==> src/sv/tilt_compensated_compass_core_macros.svh <==
// assertion macros for the tilt compensated compass core
`ifndef TILT_COMPENSATED_COMPASS_CORE_MACROS_SVH
`define TILT_COMPENSATED_COMPASS_CORE_MACROS_SVH

// same-cycle implication, checked outside reset
`define TCC_CHK(label, ck, rst_n, ante, cons, msg) \
	label: assert property (@(posedge ck) disable iff (!rst_n) (ante) |-> (cons)) \
		else $error(msg);

// next-cycle implication, checked outside reset
`define TCC_CHK_NEXT(label, ck, rst_n, ante, cons, msg) \
	label: assert property (@(posedge ck) disable iff (!rst_n) (ante) |=> (cons)) \
		else $error(msg);

`endif

==> src/sv/tcc_pkg.sv <==
// shared types, codes and constant tables of the tilt compensated compass
package tcc_pkg;

	localparam int TRIG_BITS  = 24;
	localparam int GUARD_BITS = 8;
	localparam int TABLE_BITS = 20;
	localparam int TABLE_LEN  = 24;
	localparam int CW         = 63;
	localparam int ZW         = 28;

	localparam logic [CW-1:0] MX_COARSE = 63'h0004_0000_0000_0000;
	localparam logic [CW-1:0] MX_FINE   = 63'h0400_0000_0000_0000;

	typedef logic [3:0] sel_t;

	// multiply selects
	localparam sel_t MUL_AY2  = 4'd0;
	localparam sel_t MUL_AZ2  = 4'd1;
	localparam sel_t MUL_AX2  = 4'd2;
	localparam sel_t MUL_FXCP = 4'd3;
	localparam sel_t MUL_FZSP = 4'd4;
	localparam sel_t MUL_FZCP = 4'd5;
	localparam sel_t MUL_FXSP = 4'd6;
	localparam sel_t MUL_USR  = 4'd7;
	localparam sel_t MUL_FYCR = 4'd8;

	// square root selects
	localparam sel_t SQ_S = 4'd0;
	localparam sel_t SQ_A = 4'd1;

	// divide selects
	localparam sel_t DIV_SINP = 4'd0;
	localparam sel_t DIV_COSP = 4'd1;
	localparam sel_t DIV_SINR = 4'd2;
	localparam sel_t DIV_COSR = 4'd3;

	// arctangent selects
	localparam sel_t ATN_PITCH = 4'd0;
	localparam sel_t ATN_ROLL  = 4'd1;
	localparam sel_t ATN_RAW   = 4'd2;
	localparam sel_t ATN_LVL   = 4'd3;

	// compass sectors
	localparam logic [3:0] SEC_0     = 4'd0;
	localparam logic [3:0] SEC_1     = 4'd1;
	localparam logic [3:0] SEC_2     = 4'd2;
	localparam logic [3:0] SEC_3     = 4'd3;
	localparam logic [3:0] SEC_4     = 4'd4;
	localparam logic [3:0] SEC_5     = 4'd5;
	localparam logic [3:0] SEC_6     = 4'd6;
	localparam logic [3:0] SEC_7     = 4'd7;
	localparam logic [3:0] NO_SECTOR = 4'd8;

	typedef enum logic [3:0] {
		OP_IDLE,
		OP_LOAD,
		OP_MUL,
		OP_ACC,
		OP_SQ_INIT,
		OP_SQ_STEP,
		OP_SQ_END,
		OP_DIV_INIT,
		OP_DIV_STEP,
		OP_DIV_END,
		OP_AT_INIT,
		OP_AT_NORM,
		OP_AT_ROT,
		OP_AT_END,
		OP_SECTOR,
		OP_OUT
	} op_t;

	typedef enum logic [3:0] {
		S_IDLE,
		S_MUL,
		S_ACC,
		S_CHK,
		S_SQ_INIT,
		S_SQ_STEP,
		S_SQ_END,
		S_DIV_INIT,
		S_DIV_STEP,
		S_DIV_END,
		S_AT_INIT,
		S_AT_NORM,
		S_AT_ROT,
		S_AT_END,
		S_SECT,
		S_EMIT
	} state_t;

	typedef struct packed {
		op_t        op;
		sel_t       sel;
		logic [4:0] step;
	} cmd_t;

	typedef struct packed {
		logic zg;
		logic s_zero;
		logic norm_done;
	} status_t;

	// atan(2^-i) in degrees, 20 fraction bits
	function automatic logic signed [ZW-1:0] atan_tab(input logic [4:0] i);
		logic signed [ZW-1:0] v;
		case (i)
			5'd0:    v = 28'sd47185920;
			5'd1:    v = 28'sd27855475;
			5'd2:    v = 28'sd14718068;
			5'd3:    v = 28'sd7471121;
			5'd4:    v = 28'sd3750058;
			5'd5:    v = 28'sd1876857;
			5'd6:    v = 28'sd938658;
			5'd7:    v = 28'sd469357;
			5'd8:    v = 28'sd234682;
			5'd9:    v = 28'sd117342;
			5'd10:   v = 28'sd58671;
			5'd11:   v = 28'sd29335;
			5'd12:   v = 28'sd14668;
			5'd13:   v = 28'sd7334;
			5'd14:   v = 28'sd3667;
			5'd15:   v = 28'sd1833;
			5'd16:   v = 28'sd917;
			5'd17:   v = 28'sd458;
			5'd18:   v = 28'sd229;
			5'd19:   v = 28'sd115;
			5'd20:   v = 28'sd57;
			5'd21:   v = 28'sd29;
			5'd22:   v = 28'sd14;
			5'd23:   v = 28'sd7;
			default: v = 28'sd0;
		endcase
		return v;
	endfunction

endpackage

==> src/sv/tcc_ctrl.sv <==
// sequencer of the compass datapath and owner of the channel handshakes
module tcc_ctrl #(
	parameter int SAMPLE_BITS  = 16,
	parameter int CORDIC_STEPS = 16
) (
	input  logic            clk,
	input  logic            arst_n,
	input  logic            in_valid,
	output logic            in_ready,
	output logic            out_valid,
	input  logic            out_ready,
	input  tcc_pkg::status_t status,
	output tcc_pkg::cmd_t   cmd
);
	import tcc_pkg::*;

	localparam int RW    = SAMPLE_BITS + GUARD_BITS;
	localparam int QW    = TRIG_BITS + 1;
	localparam int STEPS = (CORDIC_STEPS > TABLE_LEN) ? TABLE_LEN : CORDIC_STEPS;

	state_t     state_q, state_d;
	sel_t       sel_q, sel_d;
	logic [5:0] cnt_q, cnt_d;
	logic       out_valid_q;
	logic       emit_go;

	assign emit_go   = !out_valid_q || out_ready;
	assign in_ready  = (state_q == S_IDLE);
	assign out_valid = out_valid_q;

	always_ff @(posedge clk or negedge arst_n) begin
		if (!arst_n) begin
			state_q     <= S_IDLE;
			sel_q       <= MUL_AY2;
			cnt_q       <= '0;
			out_valid_q <= 1'b0;
		end else begin
			state_q <= state_d;
			sel_q   <= sel_d;
			cnt_q   <= cnt_d;
			if (state_q == S_EMIT && emit_go) begin
				out_valid_q <= 1'b1;
			end else if (out_ready) begin
				out_valid_q <= 1'b0;
			end
		end
	end

	// next state
	always_comb begin
		state_d = state_q;
		sel_d   = sel_q;
		cnt_d   = cnt_q;
		case (state_q)
			S_IDLE: begin
				if (in_valid) begin
					state_d = S_MUL;
					sel_d   = MUL_AY2;
				end
			end
			S_MUL: state_d = S_ACC;
			S_ACC: begin
				if (sel_q == MUL_AX2) begin
					state_d = S_CHK;
				end else if (sel_q == MUL_FYCR) begin
					state_d = S_AT_INIT;
					sel_d   = ATN_RAW;
				end else begin
					state_d = S_MUL;
					sel_d   = sel_q + 4'd1;
				end
			end
			S_CHK: begin
				if (status.zg) begin
					state_d = S_MUL;
					sel_d   = MUL_FXCP;
				end else begin
					state_d = S_SQ_INIT;
					sel_d   = SQ_S;
				end
			end
			S_SQ_INIT: begin
				state_d = S_SQ_STEP;
				cnt_d   = '0;
			end
			S_SQ_STEP: begin
				if (cnt_q == 6'(RW - 1)) begin
					state_d = S_SQ_END;
				end else begin
					cnt_d = cnt_q + 6'd1;
				end
			end
			S_SQ_END: begin
				if (sel_q == SQ_S) begin
					state_d = S_SQ_INIT;
					sel_d   = SQ_A;
				end else begin
					state_d = S_DIV_INIT;
					sel_d   = DIV_SINP;
				end
			end
			S_DIV_INIT: begin
				state_d = S_DIV_STEP;
				cnt_d   = '0;
			end
			S_DIV_STEP: begin
				if (cnt_q == 6'(QW - 1)) begin
					state_d = S_DIV_END;
				end else begin
					cnt_d = cnt_q + 6'd1;
				end
			end
			S_DIV_END: begin
				// roll keeps its level defaults when the y-z projection is zero
				if (sel_q == DIV_COSR || (sel_q == DIV_COSP && status.s_zero)) begin
					state_d = S_AT_INIT;
					sel_d   = ATN_PITCH;
				end else begin
					state_d = S_DIV_INIT;
					sel_d   = sel_q + 4'd1;
				end
			end
			S_AT_INIT: state_d = S_AT_NORM;
			S_AT_NORM: begin
				if (status.norm_done) begin
					state_d = S_AT_ROT;
					cnt_d   = '0;
				end
			end
			S_AT_ROT: begin
				if (cnt_q == 6'(STEPS - 1)) begin
					state_d = S_AT_END;
				end else begin
					cnt_d = cnt_q + 6'd1;
				end
			end
			S_AT_END: begin
				if (sel_q == ATN_PITCH) begin
					state_d = S_AT_INIT;
					sel_d   = ATN_ROLL;
				end else if (sel_q == ATN_ROLL) begin
					state_d = S_MUL;
					sel_d   = MUL_FXCP;
				end else if (sel_q == ATN_RAW) begin
					state_d = S_AT_INIT;
					sel_d   = ATN_LVL;
				end else begin
					state_d = S_SECT;
				end
			end
			S_SECT: state_d = S_EMIT;
			S_EMIT: begin
				if (emit_go) begin
					state_d = S_IDLE;
				end
			end
			default: state_d = S_IDLE;
		endcase
	end

	// commands
	always_comb begin
		cmd.sel  = sel_q;
		cmd.step = cnt_q[4:0];
		case (state_q)
			S_IDLE:     cmd.op = in_valid ? OP_LOAD : OP_IDLE;
			S_MUL:      cmd.op = OP_MUL;
			S_ACC:      cmd.op = OP_ACC;
			S_SQ_INIT:  cmd.op = OP_SQ_INIT;
			S_SQ_STEP:  cmd.op = OP_SQ_STEP;
			S_SQ_END:   cmd.op = OP_SQ_END;
			S_DIV_INIT: cmd.op = OP_DIV_INIT;
			S_DIV_STEP: cmd.op = OP_DIV_STEP;
			S_DIV_END:  cmd.op = OP_DIV_END;
			S_AT_INIT:  cmd.op = OP_AT_INIT;
			S_AT_NORM:  cmd.op = OP_AT_NORM;
			S_AT_ROT:   cmd.op = OP_AT_ROT;
			S_AT_END:   cmd.op = OP_AT_END;
			S_SECT:     cmd.op = OP_SECTOR;
			S_EMIT:     cmd.op = emit_go ? OP_OUT : OP_IDLE;
			default:    cmd.op = OP_IDLE;
		endcase
	end

endmodule

==> config.mk <==
export PLATFORM = sky130hd
export DESIGN_NAME = tcc_ctrl
export DESIGN_NICKNAME = d
export VERILOG_FILES = /design/src/sv/tilt_compensated_compass_core_macros.svh /design/src/sv/tcc_pkg.sv /design/src/sv/tcc_ctrl.sv
export SDC_FILE = /design/constraint.sdc
export NUM_CORES = 1
export LEC_CHECK = 0
export BUFFER_PORTS_ARGS = -buffer_cell sky130_fd_sc_hd__buf_2
export CAP_MARGIN = 5
export CORE_MARGIN = 4
export CORE_UTILIZATION = 60
export DETAILED_ROUTE_END_ITERATION = 16
export GPL_ROUTABILITY_DRIVEN = 0
export PLACE_DENSITY = 0.83
export SYNTH_ARGS = -nofsm -noshare
export SYNTH_HDL_FRONTEND = slang
export SYNTH_SLANG_ARGS = --single-unit
==> constraint.sdc <==
create_clock -name clk -period 3.2 [get_ports clk]
set_input_delay 0.48 -clock clk [delete_from_list [all_inputs] [get_ports clk]]
set_output_delay 0.48 -clock clk [all_outputs]
set_load 0.03 [all_outputs]
# Word-level counts from Yosys, hierarchy flattened
# Cells that the tools add are included.
classes:
  muxes: 35
  n_addsub: 2
  n_eq_ne: 33
  reduce_logical: 14
op_table:
  columns: ["operator", "count"]
  rows:
  - ["4-bit 2-to-1 mux", 19]
  - ["4-bit case mux with 16 select lines", 1]
  - ["4-bit case mux with 15 select lines", 1]
  - ["4-bit == test (second input constant)", 9]
  - ["6-bit case mux with 5 select lines", 1]
  - ["6-bit 2-to-1 mux", 4]
  - ["4-bit case mux with 6 select lines", 1]
  - ["2-bit inequality test (second input constant)", 10]
  - ["4-bit by 2-bit == test with 1-bit output (second input constant)", 4]
  - ["4-bit by 3-bit == test with 1-bit output (second input constant)", 4]
  - ["6-bit by 5-bit == test with 1-bit output (second input constant)", 2]
  - ["4-bit by 1-bit == test with 1-bit output (second input constant)", 2]
  - ["4-bit zero test", 2]
  - ["6-bit by 1-bit adder with 6-bit output (second input constant)", 1]
  - ["6-bit by 4-bit == test with 1-bit output (second input constant)", 1]
  - ["3-bit 2-to-1 mux", 2]
  - ["6-bit AND reduction", 1]
  - ["6-bit nonzero test", 1]
  - ["5-bit AND reduction", 1]
  - ["5-bit nonzero test", 1]
  - ["4-bit by 1-bit adder with 4-bit output (second input constant)", 1]
  - ["1-bit 2-to-1 mux", 4]
  - ["2-bit 2-to-1 mux", 2]
  - ["4-bit inequality test (second input constant)", 1]
  - ["other kinds (6)", 8]
totals:
  regBits: 15

# Depth between registers and ports, before layout
# Gate-level depths: netlist (run 1).
depth:
  word_depth: 5
  ltp_mapped: 8

# Least setup slack after synthesis (run 1)
# No wires, ideal clock.
synth_timing:
  kind: "flip-flop to output port"
  start: "register state_q[0]"
  end: "output port cmd[9] (netlist name)"
  slack_ns: 0.914
  stages_incl_launch_ff: 5
  n_path_buf: 2
  arrival_time_ns: 1.806
  cell_sequence: "dfrtp_1 > buf_2 > buf_1 > o21ai_0 > a221oi_1"
synth_lines:
  columns: ["item", "line", "rtl"]
  rows:
  - ["start, declared", "tcc_ctrl.sv:21", "state_t state_q, state_d;"]
  - ["start signal, assigned", "tcc_ctrl.sv:38", "state_q <= state_d;"]
  - ["end, declared", "tcc_ctrl.sv:13", "output tcc_pkg::cmd_t cmd"]

# Final worst setup path (run 1)
layout_timing:
  start: "register state_q[0]"
  end: "register cnt_q[0]"
layout_via:
  elab_chain_cells: 4
  elab_cells_between_ends: 14
  classes_between: "eq/ne (10); mux (1); reduce/logical (3)"
layout_rtl:
  columns: ["item", "line", "rtl"]
  rows:
  - ["4-bit by 3-bit == test with 1-bit output", "tcc_ctrl.sv:54", "case (state_q)"]
  - ["2-bit OR reduction (no line)", null, null]
  - ["5-bit nonzero test (no line)", null, null]
  - ["5-bit AND reduction (no line)", null, null]
  - ["end signal, assigned", "tcc_ctrl.sv:40", "cnt_q <= cnt_d;"]
  - ["end, declared", "tcc_ctrl.sv:23", "logic [5:0] cnt_q, cnt_d;"]
# Several ways; a longest one is shown, not always the timed one.
# A chain may end at the register's enable or synchronous reset.

==> results of run 1 <==
==> final cells by class <==
cell class / count / share of cell area
multi-input cells: 144 / 0.607
well taps: 28 / 0.0228
repair buffers: 22 / 0.0733
clock inverters: 1 / 0.00326
flip-flops and latches: 15 / 0.244
clock buffers: 3 / 0.0147
inverters: 14 / 0.0342
==> state kept, by name, indices dropped and copies added, names as in the netlist <==
name	count
cnt_q	6
sel_q	4
state_q	4
out_valid	1
==> cells in the final DEF, fill, tap and decap left out, types with 2 or more instances in the layout <==
cell,netlist,final
nor4_1,2,2
nand4_1,3,3
o22ai_1,2,2
a31oi_1,5,5
o41ai_2,3,3
nand4b_1,4,4
nor3_1,8,8
dfrtp_1,15,15
a21boi_0,2,2
ha_1,6,6
a21oi_1,12,12
o21ai_0,17,17
inv_1,14,14
nand2b_1,7,7
nand3_1,6,6
or2_2,2,2
o2111ai_1,2,2
o31ai_1,9,9
nand2_1,12,12
buf_2,6,21
or2_1,2,2
o21a_1,3,3
o21ai_1,3,3
clkbuf_4,0,3
nor2_1,16,16
==> report_power, final <==
group,switching (mW),internal [mW],total (mW)
logic,0.677,0.378,1.05
registers,0.165,0.255,0.420
clock network,0.0608,0.0465,0.107
==> stage by stage <==
stage               utilization  total power [mW]  instance area, sq um  worst slack [ns]  std cells
floorplan                     -              1.29                  1470             0.914        191
global placement          0.663              1.42                  1510             0.997        223
detailed placement        0.663              1.45                  1510             0.919        223
CTS                       0.675              1.57                  1540             0.903        227
global route              0.675              1.71                  1540             0.667        227
finish                    0.675              1.58                  1540             0.848        227
==> worst paths after layout <==
kind                       cells after the start  slack [ns]        end
setup / recovery                               5        0.85   cnt_q[0]
hold reg to reg                                2        0.56  out_valid
min in group clk                               3        0.54  out_valid
setup reg to reg                               5        0.85   cnt_q[0]
max in group asynchronous                      1        2.85   cnt_q[0]
hold / removal                                 1        0.09  out_valid
==> per-layer routing <==
| layer | track usage | up-vias | part of all wire |
|---|---|---|---|
| met5 | 0 | - | 0 |
| met2 | 0.358 | 84 | 0.47 |
| met3 | 0.0656 | 6 | 0.089 |
| met4 | 0.0662 | 0 | 0.0080 |
| li1 | - | 714 | - |
| met1 | 0.315 | 700 | 0.43 |
==> cell families after synthesis <==
logic type      share of synthesized area
buf+inv                             0.110
compound gates                      0.316
simple gates                        0.252
xor+xnor                          0.00596
mux                                0.0102
flops                               0.255
fa+ha+maj                          0.0511
==> results.yml, run 1 <==
floorplan:
  coreArea_sq_um: 2280
  die_area_sq_um: 3310
  dieWidth_um: 57.5
  start_util: 0.646
  rows: 17
  chipHeight_um: 57.5
  io_pins: 22
synthesis:
  avgSynthCellArea_sq_um: 7.70
  synthTopCellsByArea: "dfrtp_1 26%, o21ai_0 5.8%, ha_1 5.1%, o31ai_1 4.6%, a21oi_1 4.1%"
  synth_commonest_cells: "17 x o21ai_0, 16 x nor2_1, 15 x dfrtp_1"
  synth_top_area_frac: 0.255
  syn_nets: 204
  ys_ff_latch: 15
  seq_area_frac_synth: 0.255
  ys_async_sr_fraction: 1.00
  synth_cells: 191
  syn_area_sq_um: 1470
  synth-edff-count: 0
  ys_types: 46
  synth-warning-count: 0
  yosysTopAreaCell: "dfrtp_1"
  synthMostInstantiatedCell: "o21ai_0"
  synth_top_flop_cell: "dfrtp_1"
clock_tree:
  cts_made_buffers: 3
  clk_pin_slew_worst_paths_ns: 0.09
  clock_latency_ns: 0.28
  cts_tree: "built"
  cts.sinks: 15
  hold_buffers: 0
  clockBufferDepth: 2
  root_buffer: "clkbuf_4"
  cts_setup_buffers: 0
  cts-htree-levels: 1
  cts_resized: 0
critical_path:
  slowest_stage: "dfrtp_1"
  crit_chain: "inv_1 -> a21o_1 -> a32o_1 -> or2_1 -> mux2_4"
  cp_top_family: "flip-flops"
  worstPathArrival_ns: 2.53
  crit_path_start_kind: "register"
  cp_num_buf_inv: 1
  critPathLaunch: "state_q[0]"
  required_ns: 3.38
  r2r_start: "state_q[0]"
  path_class: "register to register"
  critPathCaptureType: "register"
  cp_max_fo: 25
  cpPeakStageDelay_ns: 0.81
routing:
  totalWireLength_um: 3750
  wl_per_cell_um: 16.5
  drt_iter0_markers: 104
  drc: 0
  vias: 1504
  postRouteAntennaNets: 0
  avgViaCountPerCell: 6.63
  first_pass_iters: 4
sta:
  fmax_ghz: 0.425
  rsz0062_at_grt: "false"
  setup_tns_ns: 0
  timing.final.crit_share: 0.735
  clock_skew_ns: 0.00110
  timing.slew.headroom: 0.530
  finalMaxSlewViolations: 0
  period_minus_slack_ns: 2.35
  tightest_slew_ns: 0.705
  finalSetupViolCount: 0
  hold_violations: 0
  hold_slack_ns: 0.0894
final_layout:
  antenna_cells: 0
  multiInputGateArea_sq_um: 933
  seq_area_sq_um: 375
  final_nets: 213
  syn2layout_area_growth_pct: 4.51
  fillers: 193
  drive_gt1_frac: 0.176
flow_run:
  cap_violations: 0
global_routing:
  gr-usage-all-layers: 0.232
  grt_pass1_wl_um: 6220
  grt_max_degree: 26
  grt.overflow.total: 0
  antenna_found_initial: 0
  grt_pass1_vias: 1336
power:
  peakVddDrop_mv: 0.824
  powerDensity_nw_per_um2: 1030
  p_leak_nw: 0.643
place:
  dp_hpwl_um: 2760
  numPortBuffers: 21
run_status:
  outcome: "completed"
hold_path:
  hp-class: "primary input to asynchronous set/reset pin"
Power figures use the tool's default switching activity.
==> run 2, diff against run 1 <==
ABC_AREA = 1   (was default)
CORE_UTILIZATION = 58   (was 60)
PLACE_DENSITY = 0.8   (was 0.83)
clock period = 2.4 ns   (was 3.2 ns; I/O delays follow)
==> run 2 against run 1 <==
Compared with the run above:
- via count grew 11%
- hold slack gained 0.30 ns
- combinational power grew 24%
- synthesized area grew 12%
- worst setup slack lost 0.56 ns
- critical endpoint is now cmd[9]
- largest power group unchanged
==> results.yml, run 2 <==
run_status:
  outcome: "completed"
critical_path:
  crit_path_start_kind: "register"
  cpMostUsedCell: "nor2_1"
  path_class: "register to output port"
  cp_top_family: "flip-flops"
  r2r_cells: 11
  critPathCaptureType: "output port"
  cp_max_fo: 10
  slowest_stage: "dfrtp_1"
  rrSetupSlack_ns: 0.73
  worstReg2RegEnd: "sel_q[0]"
  cp_num_buf_inv: 2
  worstPathArrival_ns: 1.75
  r2r_start: "sel_q[0]"
  cpPeakStageDelay_ns: 0.59
  required_ns: 2.04
  cp.depth: 7
  crit_chain: "nand2_2 -> inv_1 -> nand2_1 -> nor2_1 -> nor2_1 -> nand4_1 -> buf_2"
power:
  p_leak_nw: 1.00
  peakVddDrop_mv: 0.855
  powerDensity_nw_per_um2: 1090
  power_mw: 1.92
synthesis:
  synthTopCellsByArea: "dfrtp_1 23%, nand2_1 19%, nand3_1 8.5%, nor2_1 7.0%, inv_1 6.8%"
  synthMostInstantiatedCell: "nand2_1"
  synth-edff-count: 0
  syn_nets: 280
  syn_area_sq_um: 1650
  ys_types: 29
  seq_area_frac_synth: 0.227
  ys_ff_latch: 15
  synth_top_flop_cell: "dfrtp_1"
  synth_top_area_frac: 0.227
  yosysTopAreaCell: "dfrtp_1"
  synth-warning-count: 0
  ys_async_sr_fraction: 1.00
  synth_commonest_cells: "85 x nand2_1, 31 x nor2_1, 30 x inv_1"
  avgSynthCellArea_sq_um: 6.19
  synth_cells: 267
clock_tree:
  clk_pin_slew_worst_paths_ns: 0.09
  cts_resized: 0
  root_buffer: "clkbuf_4"
  cts_made_buffers: 3
  clockBufferDepth: 2
  cts.sinks: 15
  cts_tree: "built"
  clock_latency_ns: 0.29
  cts-htree-levels: 1
sta:
  period_minus_slack_ns: 2.11
  rsz0062_at_grt: "false"
  finalSetupViolCount: 0
  fmax_ghz: 0.473
  timing.final.crit_share: 0.880
  timing.slew.headroom: 0.742
  clock_skew_ns: 0.00569
  setup_tns_ns: 0
  tightest_slew_ns: 0.387
  finalMaxSlewViolations: 0
  hold_violations: 0
global_routing:
  grt_pass1_vias: 1401
  gr-usage-all-layers: 0.216
  grt.overflow.total: 0
  grt_max_degree: 16
  antenna_found_initial: 0
  grt_pass1_wl_um: 6090
hold_path:
  hp-class: "primary input to register"
  holdPathEnd: "out_valid"
  min_from: "out_ready"
  holdPathStages: 4
floorplan:
  coreArea_sq_um: 2730
  start_util: 0.605
  dieWidth_um: 61.4
  io_pins: 22
  die_area_sq_um: 3770
  rows: 19
  chipHeight_um: 61.4
final_layout:
  antenna_cells: 0
  regMostFlops: "cnt_q"
  final_nets: 298
  largestRegisters: "cnt_q: 6 flops, sel_q: 4 flops, state_q: 4 flops"
  final_cells: 315
  largest_reg_flops: 6
  mostFrequentLayoutCells: "85 x nand2_1, 31 x nor2_1, 30 x inv_1, 28 x nand3_1, 21 x buf_2"
  syn2layout_area_growth_pct: 6.81
  drive_gt1_frac: 0.222
  final_common_cell: "nand2_1"
  fin_area_sq_um: 1770
routing:
  drc: 0
  vias: 1663
  wl_per_cell_um: 11.8
  first_pass_iters: 4
  drt_iter0_markers: 92
  postRouteAntennaNets: 0
  avgViaCountPerCell: 5.28
  totalWireLength_um: 3730
place:
  place_area_sq_um: 1730
  numPortBuffers: 21
  dp_hpwl_um: 2950
  dp.cells: 310
flow_run:
  cap_violations: 0
==> run 2: cell types whose count changed after synthesis, sizes merged, moves of 5 or more <==
cell and delta:
a21oi -9, a31oi -5, buf -5, inv +22, nand2 +86, nand2b -8
nand3 +25, nor2 +28, nor3 -8, o21ai -11, o31ai -7
==> run 2: logic make-up after synthesis <==
kind of cell,share of synthesized area
AOI/OAI and AO/OA,0.0590
xor gates and xnor gates,0.0265
adders and majority gates,0.0454
buffers and inverters,0.130
DFF,0.227
and+or+nand+nor,0.512
==> run 2: how the worst max path moves through the flow <==
stage | startpoint | end | slack (ns)
after floorplan | state_q[1] | cmd[9] | 0.81
after global placement | state_q[3] | cmd[9] | 0.68
after detailed placement | state_q[3] | cmd[9] | 0.64
after CTS | state_q[3] | cmd[9] | 0.31
after global routing | state_q[3] | cmd[10] | 0.15
final | state_q[3] | cmd[9] | 0.29
==> run 2: routing by layer <==
layer / routed length [um] / up-vias / track usage
li1: - / 856 / -
met1: 1640 / 736 / 0.286
met2: 1810 / 66 / 0.366
met3: 247 / 5 / 0.0356
met4: 37 / 0 / 0.0576
met5: 0 / - / 0
==> run 2: timing repair <==
item | 4_1_cts | 5_1_grt
endpoints found under the hold margin | 15 | 0
hold buffers | 1 | 0
setup buffers | 0 | 0
==> run 2: layout make-up <==
type | instances | area (sq um)
Tap cell | 31 | 38.8
Clock inverter | 1 | 5.00
Sequential cell | 15 | 375
Fill cell | 270 | 968
Timing Repair Buffer | 22 | 115
Inverter | 38 | 146
Clock buffer | 3 | 22.5
Multi-Input combinational cell | 205 | 1060
==> run 2: worst min-delay path, stage by stage <==
cell and delay, ns:
buf_2 0.07, nor2_1 0.06, inv_1 0.09, nand2_1 0.06
==> run 2: metrics by stage <==
step | hold slack (ns) | worst slack, ns | util
2_1_floorplan | 0.0644 | 0.806 | -
3_3_place_gp | 0.280 | 0.677 | 0.632
3_5_place_dp | 0.280 | 0.637 | 0.632
4_1_cts | 0.384 | 0.311 | 0.646
5_1_grt | 0.413 | 0.147 | 0.646
6_report | 0.391 | 0.287 | 0.646
==> run 2: power by group <==
part           total (mW)  switching (mW)  internal (mW)
clock network       0.151          0.0887         0.0621
logic                1.30           0.892          0.410
registers           0.471           0.145          0.326
total                1.92            1.13          0.798
==> run 3, diff against run 2 <==
CORE_MARGIN = default   (was 4)
==> run 3 against run 2 <==
Compared with the run above:
- register-to-register slack better by 0.04 ns
- core utilization rose by 3.5 points
- sequential power shrank 0.8%
- critical path depth unchanged
- cell area about the same
- cell count is 0.32% lower
- largest cell class unchanged
==> results.yml, run 3 (synthesized netlist as in run 2, its figures left out) <==
final_layout:
  largest_reg_flops: 6
  final_common_cell: "nand2_1"
  utilization: 0.681
  mostFrequentLayoutCells: "85 x nand2_1, 31 x nor2_1, 30 x inv_1, 28 x nand3_1, 21 x buf_2"
  final_nets: 298
  antenna_cells: 0
  drive_gt1_frac: 0.222
  regMostFlops: "cnt_q"
  syn2layout_area_growth_pct: 6.74
  largestRegisters: "cnt_q: 6 flops, sel_q: 4 flops, state_q: 4 flops"
  final_cells: 314
floorplan:
  dieWidth_um: 55.4
  chipHeight_um: 55.4
  coreArea_sq_um: 2590
  start_util: 0.638
  rows: 18
  io_pins: 22
  die_area_sq_um: 3070
global_routing:
  grt_max_degree: 16
  grt.overflow.total: 0
  grt_pass1_wl_um: 6310
  gr-usage-all-layers: 0.255
  grt_pass1_vias: 1458
  antenna_found_initial: 0
routing:
  drc: 0
  drt_iter0_markers: 83
  first_pass_iters: 6
  wl_per_cell_um: 11.6
  vias: 1682
  totalWireLength_um: 3640
  avgViaCountPerCell: 5.36
  postRouteAntennaNets: 0
sta:
  finalMaxSlewViolations: 0
  hold_violations: 0
  tightest_slew_ns: 0.392
  timing.slew.headroom: 0.739
  period_minus_slack_ns: 2.12
  finalSetupViolCount: 0
  layout_setup_ws_ns: 0.281
  clock_skew_ns: 0.00741
  timing.final.crit_share: 0.883
  fmax_ghz: 0.472
  setup_tns_ns: 0
  rsz0062_at_grt: "false"
clock_tree:
  cts_resized: 0
  cts.sinks: 15
  cts_setup_buffers: 0
  hold_buffers: 1
  cts_tree: "built"
  clockBufferDepth: 2
  clock_latency_ns: 0.29
  cts_made_buffers: 3
  clk_pin_slew_worst_paths_ns: 0.11
  cts-htree-levels: 1
  root_buffer: "clkbuf_4"
hold_path:
  hp-class: "primary input to register"
power:
  power_mw: 1.93
  p_leak_nw: 1.00
  peakVddDrop_mv: 0.726
  powerDensity_nw_per_um2: 1090
critical_path:
  critPathCaptureType: "output port"
  required_ns: 2.04
  worstPathArrival_ns: 1.76
  cp_max_fo: 10
  path_class: "register to output port"
  crit_path_start_kind: "register"
place:
  dp_hpwl_um: 2860
  dp.cells: 309
  numPortBuffers: 21
  dp_slack_ns: 0.644
flow_run:
  cap_violations: 0
run_status:
  outcome: "completed"
==> run 3: critical path: stages (launching register included) <==
cell     delay (ns)
dfrtp_1        0.60
nand2_2        0.18
inv_1          0.16
nand2_1        0.09
nor2_1         0.12
nor2_1         0.06
nand4_1        0.07
buf_2          0.20
==> run 3: routing by layer <==
| metal | vias to the layer above | share of wire | track usage |
|---|---|---|---|
| li1 | 859 | - | - |
| met1 | 735 | 0.47 | 0.362 |
| met2 | 76 | 0.43 | 0.377 |
| met3 | 12 | 0.076 | 0.0562 |
| met4 | 0 | 0.017 | 0.0964 |
| met5 | - | 0 | 0 |
==> run 3: metrics by stage <==
step,cell area (sq um),hold slack (ns)
after CTS,1760,0.370
after floorplan,1650,0.0644
after global routing,1760,0.384
after detailed placement,1730,0.307
final,1760,0.372
after global placement,1730,0.302
==> run 3: layout make-up <==
| cell class | instances | area [sq um] |
|---|---|---|
| clock inverter | 1 | 5.00 |
| fill | 255 | 826 |
| timing repair buffer | 22 | 115 |
| clock buffer | 3 | 22.5 |
| multi-input combinational | 205 | 1060 |
| inverter | 38 | 146 |
| sequential | 15 | 375 |
| tap | 30 | 37.5 |
==> run 3: path summary, 6_finish.rpt <==
path                            start          to  depth (start not counted)  slack [ns]
hold / removal              out_ready   out_valid                          4        0.37
setup reg to reg             sel_q[0]    sel_q[2]                          9        0.77
min in group asynchronous      arst_n  state_q[2]                          2        0.50
hold reg to reg              cnt_q[5]    cnt_q[5]                          2        0.55
max in group asynchronous      arst_n  state_q[0]                          2        1.61
setup / recovery           state_q[3]      cmd[9]                          7        0.28
==> run 3: where the power goes <==
part / internal [mW] / total (mW) / leakage (nW) / switching [mW]
registers: 0.326 / 0.467 / 0.200 / 0.142
logic: 0.411 / 1.30 / 0.787 / 0.893
clock network: 0.0619 / 0.156 / 0.0177 / 0.0944
